$ cat config.mk
export PLATFORM = sky130hd
export DESIGN_NAME = gpu_command_dirty_rect_top
export DESIGN_NICKNAME = d
export VERILOG_FILES = /design/src/rtl/gcdr_pkg.sv /design/src/rtl/gcdr_state.sv /design/src/rtl/gcdr_rect.sv /design/src/rtl/gpu_command_dirty_rect_top.sv
export SDC_FILE = /design/constraint.sdc
export NUM_CORES = 1
export LEC_CHECK = 0
export BUFFER_PORTS_ARGS = -buffer_cell sky130_fd_sc_hd__buf_4
export CORE_MARGIN = 5
export CORE_UTILIZATION = 55
export DETAILED_ROUTE_END_ITERATION = 12
export PLACE_DENSITY = 0.78
export SKIP_LAST_GASP = 1
export SYNTH_ARGS = -nofsm -noshare
export SYNTH_HDL_FRONTEND = slang
export SYNTH_SLANG_ARGS = --single-unit
$ cat constraint.sdc
create_clock -name i_clk -period 14.1 [get_ports i_clk]
set_input_delay 0.705 -clock i_clk [delete_from_list [all_inputs] [get_ports i_clk]]
set_output_delay 0.705 -clock i_clk [all_outputs]
set_load 0.03 [all_outputs]
$ cat src/rtl/gcdr_pkg.sv
// Package for the GPU command dirty-rectangle tracker.
// Holds the word types, the opcode codes and the coordinate helpers.
// Depends on nothing; every other file in rtl uses it.
package gcdr_pkg;

    localparam int DEF_VRAM_WIDTH  = 1024;
    localparam int DEF_VRAM_HEIGHT = 512;

    localparam int COORD_W   = 14;
    localparam int MAX_WORDS = 16;

    typedef logic signed [COORD_W-1:0] t_coord;

    localparam logic [7:0] OP_FILL         = 8'h02;
    localparam logic [7:0] OP_POLY_LO      = 8'h20;
    localparam logic [7:0] OP_POLY_HI      = 8'h3F;
    localparam logic [7:0] OP_LINE_LO      = 8'h40;
    localparam logic [7:0] OP_LINE_HI      = 8'h5F;
    localparam logic [7:0] OP_RECT_LO      = 8'h60;
    localparam logic [7:0] OP_RECT_HI      = 8'h7F;
    localparam logic [7:0] OP_COPY_LO      = 8'h80;
    localparam logic [7:0] OP_COPY_HI      = 8'h9F;
    localparam logic [7:0] OP_UPLOAD_LO    = 8'hA0;
    localparam logic [7:0] OP_UPLOAD_HI    = 8'hBF;
    localparam logic [7:0] OP_AREA_TL      = 8'hE3;
    localparam logic [7:0] OP_AREA_BR      = 8'hE4;
    localparam logic [7:0] OP_DRAW_OFFSET  = 8'hE5;

    typedef struct packed {
        logic        port;
        logic [4:0]  pkt_words;
        logic [31:0] command;
        logic [31:0] word_one;
        logic [31:0] word_two;
        logic [31:0] word_three;
        logic [31:0] word_four;
        logic [31:0] word_five;
        logic [31:0] word_six;
        logic [31:0] word_seven;
    } t_in_word;

    typedef struct packed {
        logic        writes_vram;
        logic        cpu_upload;
        logic        rect_valid;
        logic [9:0]  rect_x;
        logic [8:0]  rect_y;
        logic [10:0] rect_w;
        logic [9:0]  rect_h;
    } t_out_word;

    typedef struct packed {
        logic        capture;
        logic [9:0]  clip_left;
        logic [8:0]  clip_top;
        logic [9:0]  clip_right;
        logic [8:0]  clip_bottom;
        logic [10:0] offset_x;
        logic [10:0] offset_y;
    } t_draw_state;

    function automatic t_coord sext11(logic [10:0] v);
        return t_coord'({{(COORD_W-11){v[10]}}, v});
    endfunction

    // Vertex x and y: 11-bit signed coordinate plus the signed draw offset.
    function automatic t_coord vert_x(logic [31:0] w, logic [10:0] off);
        return sext11(w[10:0]) + sext11(off);
    endfunction

    function automatic t_coord vert_y(logic [31:0] w, logic [10:0] off);
        return sext11(w[26:16]) + sext11(off);
    endfunction

    function automatic logic [4:0] sat_count(logic [4:0] c);
        return (c > 5'(MAX_WORDS)) ? 5'(MAX_WORDS) : c;
    endfunction

    // A word is acted on only with capture on, on the drawing port, and non-empty.
    function automatic logic item_live(t_in_word d, logic capture);
        return capture && !d.port && (d.pkt_words != 5'd0);
    endfunction

endpackage

$ cat src/rtl/gcdr_state.sv
// Draw state of the dirty-rectangle tracker: capture enable, draw area
// corners and draw offset. Uses gcdr_pkg for the state struct and opcodes.
module gcdr_state #(
    parameter int VRAM_WIDTH  = gcdr_pkg::DEF_VRAM_WIDTH,
    parameter int VRAM_HEIGHT = gcdr_pkg::DEF_VRAM_HEIGHT
) (
    input  logic                  i_clk,
    input  logic                  i_rst_n,
    input  logic                  i_cfg_we,
    input  logic                  i_cfg_wdata,
    input  logic                  i_step,
    input  gcdr_pkg::t_in_word    i_word,
    output gcdr_pkg::t_draw_state o_state
);

    gcdr_pkg::t_draw_state r_state;
    gcdr_pkg::t_draw_state n_state;
    logic [7:0]            op;

    assign op = i_word.command[31:24];

    always_comb begin
        n_state = r_state;
        if (i_cfg_we) begin
            n_state.capture = i_cfg_wdata;
        end
        if (i_step && gcdr_pkg::item_live(i_word, r_state.capture)) begin
            case (op)
                gcdr_pkg::OP_AREA_TL: begin
                    n_state.clip_left = i_word.command[9:0];
                    n_state.clip_top  = i_word.command[18:10];
                end
                gcdr_pkg::OP_AREA_BR: begin
                    n_state.clip_right  = i_word.command[9:0];
                    n_state.clip_bottom = i_word.command[18:10];
                end
                gcdr_pkg::OP_DRAW_OFFSET: begin
                    n_state.offset_x = i_word.command[10:0];
                    n_state.offset_y = i_word.command[21:11];
                end
                default: begin
                end
            endcase
        end
    end

    always_ff @(posedge i_clk) begin
        if (!i_rst_n) begin
            r_state.capture     <= 1'b0;
            r_state.clip_left   <= '0;
            r_state.clip_top    <= '0;
            r_state.clip_right  <= 10'(VRAM_WIDTH - 1);
            r_state.clip_bottom <= 9'(VRAM_HEIGHT - 1);
            r_state.offset_x    <= '0;
            r_state.offset_y    <= '0;
        end else begin
            r_state <= n_state;
        end
    end

    assign o_state = r_state;

endmodule

$ cat src/rtl/gcdr_rect.sv
// Classifies one command word and finds the rectangle it touches.
// Purely combinational; uses gcdr_pkg for types, opcodes and coordinate helpers.
module gcdr_rect #(
    parameter int VRAM_WIDTH  = gcdr_pkg::DEF_VRAM_WIDTH,
    parameter int VRAM_HEIGHT = gcdr_pkg::DEF_VRAM_HEIGHT
) (
    input  gcdr_pkg::t_in_word    i_word,
    input  gcdr_pkg::t_draw_state i_state,
    output gcdr_pkg::t_out_word   o_result
);

    localparam gcdr_pkg::t_coord VW  = gcdr_pkg::t_coord'(VRAM_WIDTH);
    localparam gcdr_pkg::t_coord VH  = gcdr_pkg::t_coord'(VRAM_HEIGHT);
    localparam gcdr_pkg::t_coord ONE = gcdr_pkg::t_coord'(1);

    logic [7:0]       op;
    logic [4:0]       cnt;
    logic             live;
    logic             is_poly, is_line, is_rect, is_copy, is_upload;
    logic             mod, ok, clip;
    gcdr_pkg::t_coord x0, y0, x1, y1;
    gcdr_pkg::t_coord cx0, cy0, cx1, cy1;
    gcdr_pkg::t_coord mx0, my0, mx1, my1;
    gcdr_pkg::t_coord span_w, span_h;
    logic             valid;

    assign op        = i_word.command[31:24];
    assign cnt       = gcdr_pkg::sat_count(i_word.pkt_words);
    assign live      = gcdr_pkg::item_live(i_word, i_state.capture);
    assign is_poly   = (op >= gcdr_pkg::OP_POLY_LO) && (op <= gcdr_pkg::OP_POLY_HI);
    assign is_line   = (op >= gcdr_pkg::OP_LINE_LO) && (op <= gcdr_pkg::OP_LINE_HI);
    assign is_rect   = (op >= gcdr_pkg::OP_RECT_LO) && (op <= gcdr_pkg::OP_RECT_HI);
    assign is_copy   = (op >= gcdr_pkg::OP_COPY_LO) && (op <= gcdr_pkg::OP_COPY_HI);
    assign is_upload = (op >= gcdr_pkg::OP_UPLOAD_LO) && (op <= gcdr_pkg::OP_UPLOAD_HI);
    assign mod       = live && ((op == gcdr_pkg::OP_FILL) || is_poly || is_line || is_rect
                                || is_copy || is_upload);

    // Per-class corner extraction.
    always_comb begin
        logic [31:0]      wb, wc, wl, ws, pos, siz;
        logic [4:0]       need;
        logic [10:0]      fw_raw, sw;
        logic [9:0]       sh;
        gcdr_pkg::t_coord ax, ay, bx, by, vx, vy;
        gcdr_pkg::t_coord w, h;

        x0   = '0;
        y0   = '0;
        x1   = '0;
        y1   = '0;
        ok   = 1'b0;
        clip = 1'b0;

        // Polygon vertex words, spaced by one, two or three words.
        case ({op[4], op[2]})
            2'b00: begin
                wb = i_word.word_two;
                wc = i_word.word_three;
                need = 5'd4;
            end
            2'b01, 2'b10: begin
                wb = i_word.word_three;
                wc = i_word.word_five;
                need = 5'd6;
            end
            default: begin
                wb = i_word.word_four;
                wc = i_word.word_seven;
                need = 5'd8;
            end
        endcase
        wl = op[4] ? i_word.word_three : i_word.word_two;
        ws = op[2] ? i_word.word_three : i_word.word_two;

        ax = gcdr_pkg::vert_x(i_word.word_one, i_state.offset_x);
        ay = gcdr_pkg::vert_y(i_word.word_one, i_state.offset_y);

        fw_raw = {1'b0, i_word.word_two[9:0]} + 11'd15;
        pos = is_copy ? i_word.word_two : i_word.word_one;
        siz = is_copy ? i_word.word_three : i_word.word_two;
        sw  = (siz[9:0] == 10'd0) ? 11'h400 : {1'b0, siz[9:0]};
        sh  = (siz[24:16] == 9'd0) ? 10'h200 : {1'b0, siz[24:16]};
        bx = '0;
        by = '0;
        vx = '0;
        vy = '0;
        w  = '0;
        h  = '0;

        if (op == gcdr_pkg::OP_FILL) begin
            w  = gcdr_pkg::t_coord'({3'b0, fw_raw[10:4], 4'b0});
            h  = gcdr_pkg::t_coord'({5'b0, i_word.word_two[24:16]});
            x0 = gcdr_pkg::t_coord'({4'b0, i_word.word_one[9:4], 4'b0});
            y0 = gcdr_pkg::t_coord'({4'b0, i_word.word_one[25:16]});
            x1 = x0 + w - ONE;
            y1 = y0 + h - ONE;
            ok = (cnt >= 5'd3) && (w != '0) && (h != '0) && (x1 < VW) && (y1 < VH);
        end else if (is_poly) begin
            bx = gcdr_pkg::vert_x(wb, i_state.offset_x);
            by = gcdr_pkg::vert_y(wb, i_state.offset_y);
            vx = gcdr_pkg::vert_x(wc, i_state.offset_x);
            vy = gcdr_pkg::vert_y(wc, i_state.offset_y);
            x0 = (ax < bx) ? ax : bx;
            x0 = (vx < x0) ? vx : x0;
            x1 = (ax > bx) ? ax : bx;
            x1 = (vx > x1) ? vx : x1;
            y0 = (ay < by) ? ay : by;
            y0 = (vy < y0) ? vy : y0;
            y1 = (ay > by) ? ay : by;
            y1 = (vy > y1) ? vy : y1;
            ok   = (cnt >= need);
            clip = 1'b1;
        end else if (is_line) begin
            bx = gcdr_pkg::vert_x(wl, i_state.offset_x);
            by = gcdr_pkg::vert_y(wl, i_state.offset_y);
            x0 = (ax < bx) ? ax : bx;
            x1 = (ax < bx) ? bx : ax;
            y0 = (ay < by) ? ay : by;
            y1 = (ay < by) ? by : ay;
            // Polylines have no fixed length, so they give no rectangle.
            ok   = !op[3] && (cnt > (op[4] ? 5'd3 : 5'd2));
            clip = 1'b1;
        end else if (is_rect) begin
            case (op[4:3])
                2'd1: begin
                    w = gcdr_pkg::t_coord'(1);
                    h = gcdr_pkg::t_coord'(1);
                end
                2'd2: begin
                    w = gcdr_pkg::t_coord'(8);
                    h = gcdr_pkg::t_coord'(8);
                end
                2'd3: begin
                    w = gcdr_pkg::t_coord'(16);
                    h = gcdr_pkg::t_coord'(16);
                end
                default: begin
                    w = gcdr_pkg::t_coord'({4'b0, ws[9:0]});
                    h = gcdr_pkg::t_coord'({5'b0, ws[24:16]});
                end
            endcase
            x0 = ax;
            y0 = ay;
            x1 = x0 + w - ONE;
            y1 = y0 + h - ONE;
            ok = (cnt >= 5'd2)
                 && ((op[4:3] != 2'd0) || (cnt > (op[2] ? 5'd3 : 5'd2)));
            clip = 1'b1;
        end else if ((is_copy && (cnt >= 5'd4)) || (is_upload && (cnt >= 5'd3))) begin
            x0 = gcdr_pkg::t_coord'({4'b0, pos[9:0]});
            y0 = gcdr_pkg::t_coord'({4'b0, pos[25:16]});
            x1 = x0 + gcdr_pkg::t_coord'({3'b0, sw}) - ONE;
            y1 = y0 + gcdr_pkg::t_coord'({4'b0, sh}) - ONE;
            ok = (x1 < VW) && (y1 < VH);
        end
    end

    // Clip polygons, lines and rectangles to the draw area, add the margin, clamp to VRAM.
    always_comb begin
        cx0 = x0;
        cy0 = y0;
        cx1 = x1;
        cy1 = y1;
        if (clip) begin
            if (x0 < gcdr_pkg::t_coord'({4'b0, i_state.clip_left}))
                cx0 = gcdr_pkg::t_coord'({4'b0, i_state.clip_left});
            if (y0 < gcdr_pkg::t_coord'({5'b0, i_state.clip_top}))
                cy0 = gcdr_pkg::t_coord'({5'b0, i_state.clip_top});
            if (x1 > gcdr_pkg::t_coord'({4'b0, i_state.clip_right}))
                cx1 = gcdr_pkg::t_coord'({4'b0, i_state.clip_right});
            if (y1 > gcdr_pkg::t_coord'({5'b0, i_state.clip_bottom}))
                cy1 = gcdr_pkg::t_coord'({5'b0, i_state.clip_bottom});
        end
        mx0 = cx0 - ONE;
        my0 = cy0 - ONE;
        mx1 = cx1 + ONE;
        my1 = cy1 + ONE;
        if (mx0 < 0) mx0 = '0;
        if (my0 < 0) my0 = '0;
        if (mx1 >= VW) mx1 = VW - ONE;
        if (my1 >= VH) my1 = VH - ONE;
    end

    assign valid  = mod && ok && (mx0 <= mx1) && (my0 <= my1);
    assign span_w = mx1 - mx0 + ONE;
    assign span_h = my1 - my0 + ONE;

    always_comb begin
        o_result.writes_vram   = mod;
        o_result.cpu_upload    = live && is_upload;
        o_result.rect_valid    = valid;
        o_result.rect_x        = valid ? mx0[9:0] : 10'd0;
        o_result.rect_y        = valid ? my0[8:0] : 9'd0;
        o_result.rect_w        = valid ? span_w[10:0] : 11'd0;
        o_result.rect_h        = valid ? span_h[9:0] : 10'd0;
    end

endmodule

$ cat src/rtl/gpu_command_dirty_rect_top.sv
// Top level of the GPU command dirty-rectangle tracker.
// Instantiates gcdr_state and gcdr_rect; uses gcdr_pkg for all types.
//
// Usage:
//   Input channel (i_valid, o_stall, i_data) carries one command packet word
//   per transfer: port, word count and packet words 0 to 7. Output channel
//   (o_valid, i_stall, o_data) returns one result word per input word: the
//   write and upload flags and the clipped, margined dirty rectangle.
//   Configuration: i_cfg_we with i_cfg_wdata sets capture enable; write it
//   only while no word is in flight.
//   The accepting edge loads the input register; the classify/clip/clamp
//   result is loaded into the output register, raising o_valid, once it is free.
//   One word is taken every cycle while the receiver does not stall; the
//   rate is set by the single pass from input register to output register,
//   with draw state updated as each word leaves that pass.
//   When the receiver stalls, the result holds and one more word can still be
//   taken into the input register; after that o_stall rises.
//   Reset clears both pipeline stages, turns capture off, sets the draw area
//   to the whole of VRAM and the draw offset to zero.
module gpu_command_dirty_rect_top #(
    parameter int VRAM_WIDTH  = gcdr_pkg::DEF_VRAM_WIDTH,
    parameter int VRAM_HEIGHT = gcdr_pkg::DEF_VRAM_HEIGHT
) (
    input  logic                i_clk,
    input  logic                i_rst_n,
    input  logic                i_valid,
    output logic                o_stall,
    input  gcdr_pkg::t_in_word  i_data,
    output logic                o_valid,
    input  logic                i_stall,
    output gcdr_pkg::t_out_word o_data,
    input  logic                i_cfg_we,
    input  logic                i_cfg_wdata
);

    logic                  r_in_valid;
    gcdr_pkg::t_in_word    r_in;
    logic                  r_out_valid;
    gcdr_pkg::t_out_word   r_out;
    logic                  out_free;
    logic                  advance;
    gcdr_pkg::t_draw_state draw_state;
    gcdr_pkg::t_out_word   result;

    assign out_free = !r_out_valid || !i_stall;
    assign advance  = r_in_valid && out_free;
    assign o_stall  = r_in_valid && !out_free;

    gcdr_state #(
        .VRAM_WIDTH (VRAM_WIDTH),
        .VRAM_HEIGHT(VRAM_HEIGHT)
    ) u_state (
        .i_clk      (i_clk),
        .i_rst_n    (i_rst_n),
        .i_cfg_we   (i_cfg_we),
        .i_cfg_wdata(i_cfg_wdata),
        .i_step     (advance),
        .i_word     (r_in),
        .o_state    (draw_state)
    );

    gcdr_rect #(
        .VRAM_WIDTH (VRAM_WIDTH),
        .VRAM_HEIGHT(VRAM_HEIGHT)
    ) u_rect (
        .i_word  (r_in),
        .i_state (draw_state),
        .o_result(result)
    );

    always_ff @(posedge i_clk) begin
        if (!i_rst_n) begin
            r_in_valid  <= 1'b0;
            r_out_valid <= 1'b0;
        end else begin
            if (!o_stall) begin
                r_in_valid <= i_valid;
            end
            if (out_free) begin
                r_out_valid <= r_in_valid;
            end
        end
    end

    always_ff @(posedge i_clk) begin
        if (i_valid && !o_stall) begin
            r_in <= i_data;
        end
        if (advance) begin
            r_out <= result;
        end
    end

    assign o_valid = r_out_valid;
    assign o_data  = r_out;

endmodule
==> flow_summary.ini <==
[worst_setup_path]
critical_path.slowest_cell = fa_1
critPathMaxStageDelay_ps = 410
critPathLaunchType = flop
worstPathRequired_ps = 14510
cp-end-kind = flop
critPathMaxFanout = 8
crit_path_frequent_cell = o21a_1
crit_arrival_ps = 13970
path_class = flop to flop

[logic_synthesis]
synth_simple_gate_area_frac = 0.174
synth_mux_area_frac = 0.0744
synth_edf_count = 211
netlist_area_mm2 = 0.0295
synth_xor_area_frac = 0.0536
synth_adder_area_share = 0.170
avgSynthCellArea_um2 = 8.80
synth_ff_type = edfxtp_1
async_reset_ff_frac = 0
ys_ff_latch = 274
synth-compound-area-share = 0.226
yosysWarningCount = 0
synth_top_family_by_area = compound AO/OA/AOI/OAI gates
seq_area_frac_synth = 0.257
yosysUniqueCellTypes = 111
syn_inst = 3356

[floorplanning]
core.rowCount = 85
die_area_mm2 = 0.0584
die_w_um = 242
initial_utilization = 0.552
die_y_um = 242
ioPinCount = 313
design.core.area_mm2 = 0.0535

[sta]
skew_ps = 7.74
post-route-period-util = 0.961
finalHoldViolCount = 0
min_period_ps = 13550
maxSlewViolCount = 0
worst_pin_slew_ps = 1170
fmax_ghz = 0.0738
fin_ws_ps = 549
setup_violations = 0
max-slew-margin-rel = 0.223
finalSetupTns_ps = 0

[placed_design]
dp_cells = 4248
hpwl_um = 83200
place.port_buffers = 218
place.gp.congestion = 1.07
pre_cts_ws_ps = 169

[flow_run]
drv_cap = 0

[clocking]
clk_latency_ps = 590
ctsLongestPathBuffers = 3
cts-root-buf = clkbuf_16
path_clk_slew_ps = 60
cts_buffers = 30
cts_sinks = 274
tritoncts = done
cts_htree_levels = 1
cts_hold_repair.buffers = 0

[global_route]
grt_pass1_vias = 25300
antenna_found_initial = 1
overflow = 0
use_met1 = 0.488
grt_max_degree = 80
grtUsageMet3 = 0.0705
top_usage_layer = met2
grt_first_pass_wirelength_um = 154000
groute.usage.overall = 0.333
use_met2 = 0.501

[power_and_ir_drop]
ir_drop_mv = 0.119
power.total_uw = 3670
power_density_mw_per_mm2 = 109
cellLeakagePower_uw = 0.0147

[min_path]
hp-class = primary input to flop

[layout]
n_antenna_cell = 0
fin_nets = 4242
final_layout_size_suffix_gt1_frac = 0.165
fin_util = 0.627
area_delta_synth_final_pct = 13.5
final_common_cell = ha_1
layout_common_cells = ha_1, buf_4, nor2_1, nand2_1
fin_cells = 4308

[route]
via_per_inst = 6.42
drt-pass1-iter-count = 6
drc = 0
drtIter0Drc = 2857
routedWlPerCell_um = 24.1
wl_um = 104000
vias = 27700
ant_nets = 0

[status]
status = completed
==> cell families after synthesis <==
logic type	count (synthesis)
buffers and inverters	337
AND/OR/NAND/NOR	1004
multiplexers	205
flip-flops	274
XOR/XNOR	180
adder cells (fa/ha/maj)	392
AO/OA/AOI/OAI	963
other	1
==> layout make-up <==
class / instances / area (µm²)
Multi-Input combinational cell: 2746 / 20800
Fill cell: 4736 / 20000
Sequential cell: 274 / 7600
Timing Repair Buffer: 323 / 2490
Tap cell: 696 / 871
Inverter: 213 / 800
Clock buffer: 37 / 798
Clock inverter: 19 / 146
==> per-layer routing <==
metal | wire length [µm] | vias up | part of all wire
li1 | - | 13000 | -
met1 | 45800 | 13100 | 0.44
met2 | 43700 | 1308 | 0.42
met3 | 10900 | 211 | 0.11
met4 | 3300 | 2 | 0.032
met5 | 13 | - | 0.00013
==> path summary, 6_finish.rpt <==
check / startpoint / to / slack (ps) / cells after the start
hold reg to reg: r_in[245] / u_state.o_state[10] / 510 / 2
hold / removal: i_data[200] / r_in[200] / 290 / 1
setup / recovery: r_in[250] / o_data[13] / 550 / 66
setup reg to reg: r_in[250] / o_data[13] / 550 / 66
==> where the power goes <==
part,internal [µW],leakage [µW],total [µW],switching (µW)
combinational,827,0.0117,1960,1130
clock,422,0.000450,758,335
sequential,910,0.00253,947,37.4
total,2160,0.0147,3670,1510
==> cells in the mapped netlist, types with 63 or more instances <==
cell,n,area share
a21o_1,77,0.020
dfxtp_1,63,0.043
mux2_2,98,0.037
mux2i_1,104,0.035
xnor2_1,126,0.037
clkbuf_1,86,0.011
ha_1,368,0.16
inv_1,211,0.027
nor2b_1,81,0.017
edfxtp_1,211,0.21
nand3_1,87,0.015
nand2_1,230,0.029
nor2_1,241,0.031
a21oi_1,197,0.033
o21ai_0,192,0.033
==> flip-flops by register name, indices dropped and copies added, names as in the netlist <==
signal,flops
r_in_valid,1
o_valid,1
o_data,43
u_state.o_state,61
r_in,168
==> repair_timing <==
action,CTS,global route
resized for setup,0,38
buffers inserted,0,1
endpoints found under the setup margin,0,41
==> critical path: cells and delay by family, from the launching register on <==
kind | cells | cell delay, ps
flops | 1 | 370
simple gates | 17 | 2890
xor+xnor | 1 | 170
fa+ha+maj | 9 | 2850
buf+inv | 5 | 610
mux | 2 | 730
compound gates | 32 | 5700
==> metrics by stage <==
stage | instance area (µm²) | hold slack [ps]
2_1_floorplan | 29500 | 466
3_3_place_gp | 32300 | 481
3_5_place_dp | 32300 | 491
4_1_cts | 33300 | 259
5_1_grt | 33500 | 266
6_report | 33500 | 287
No activity file was read; power rests on OpenSTA's default activity.
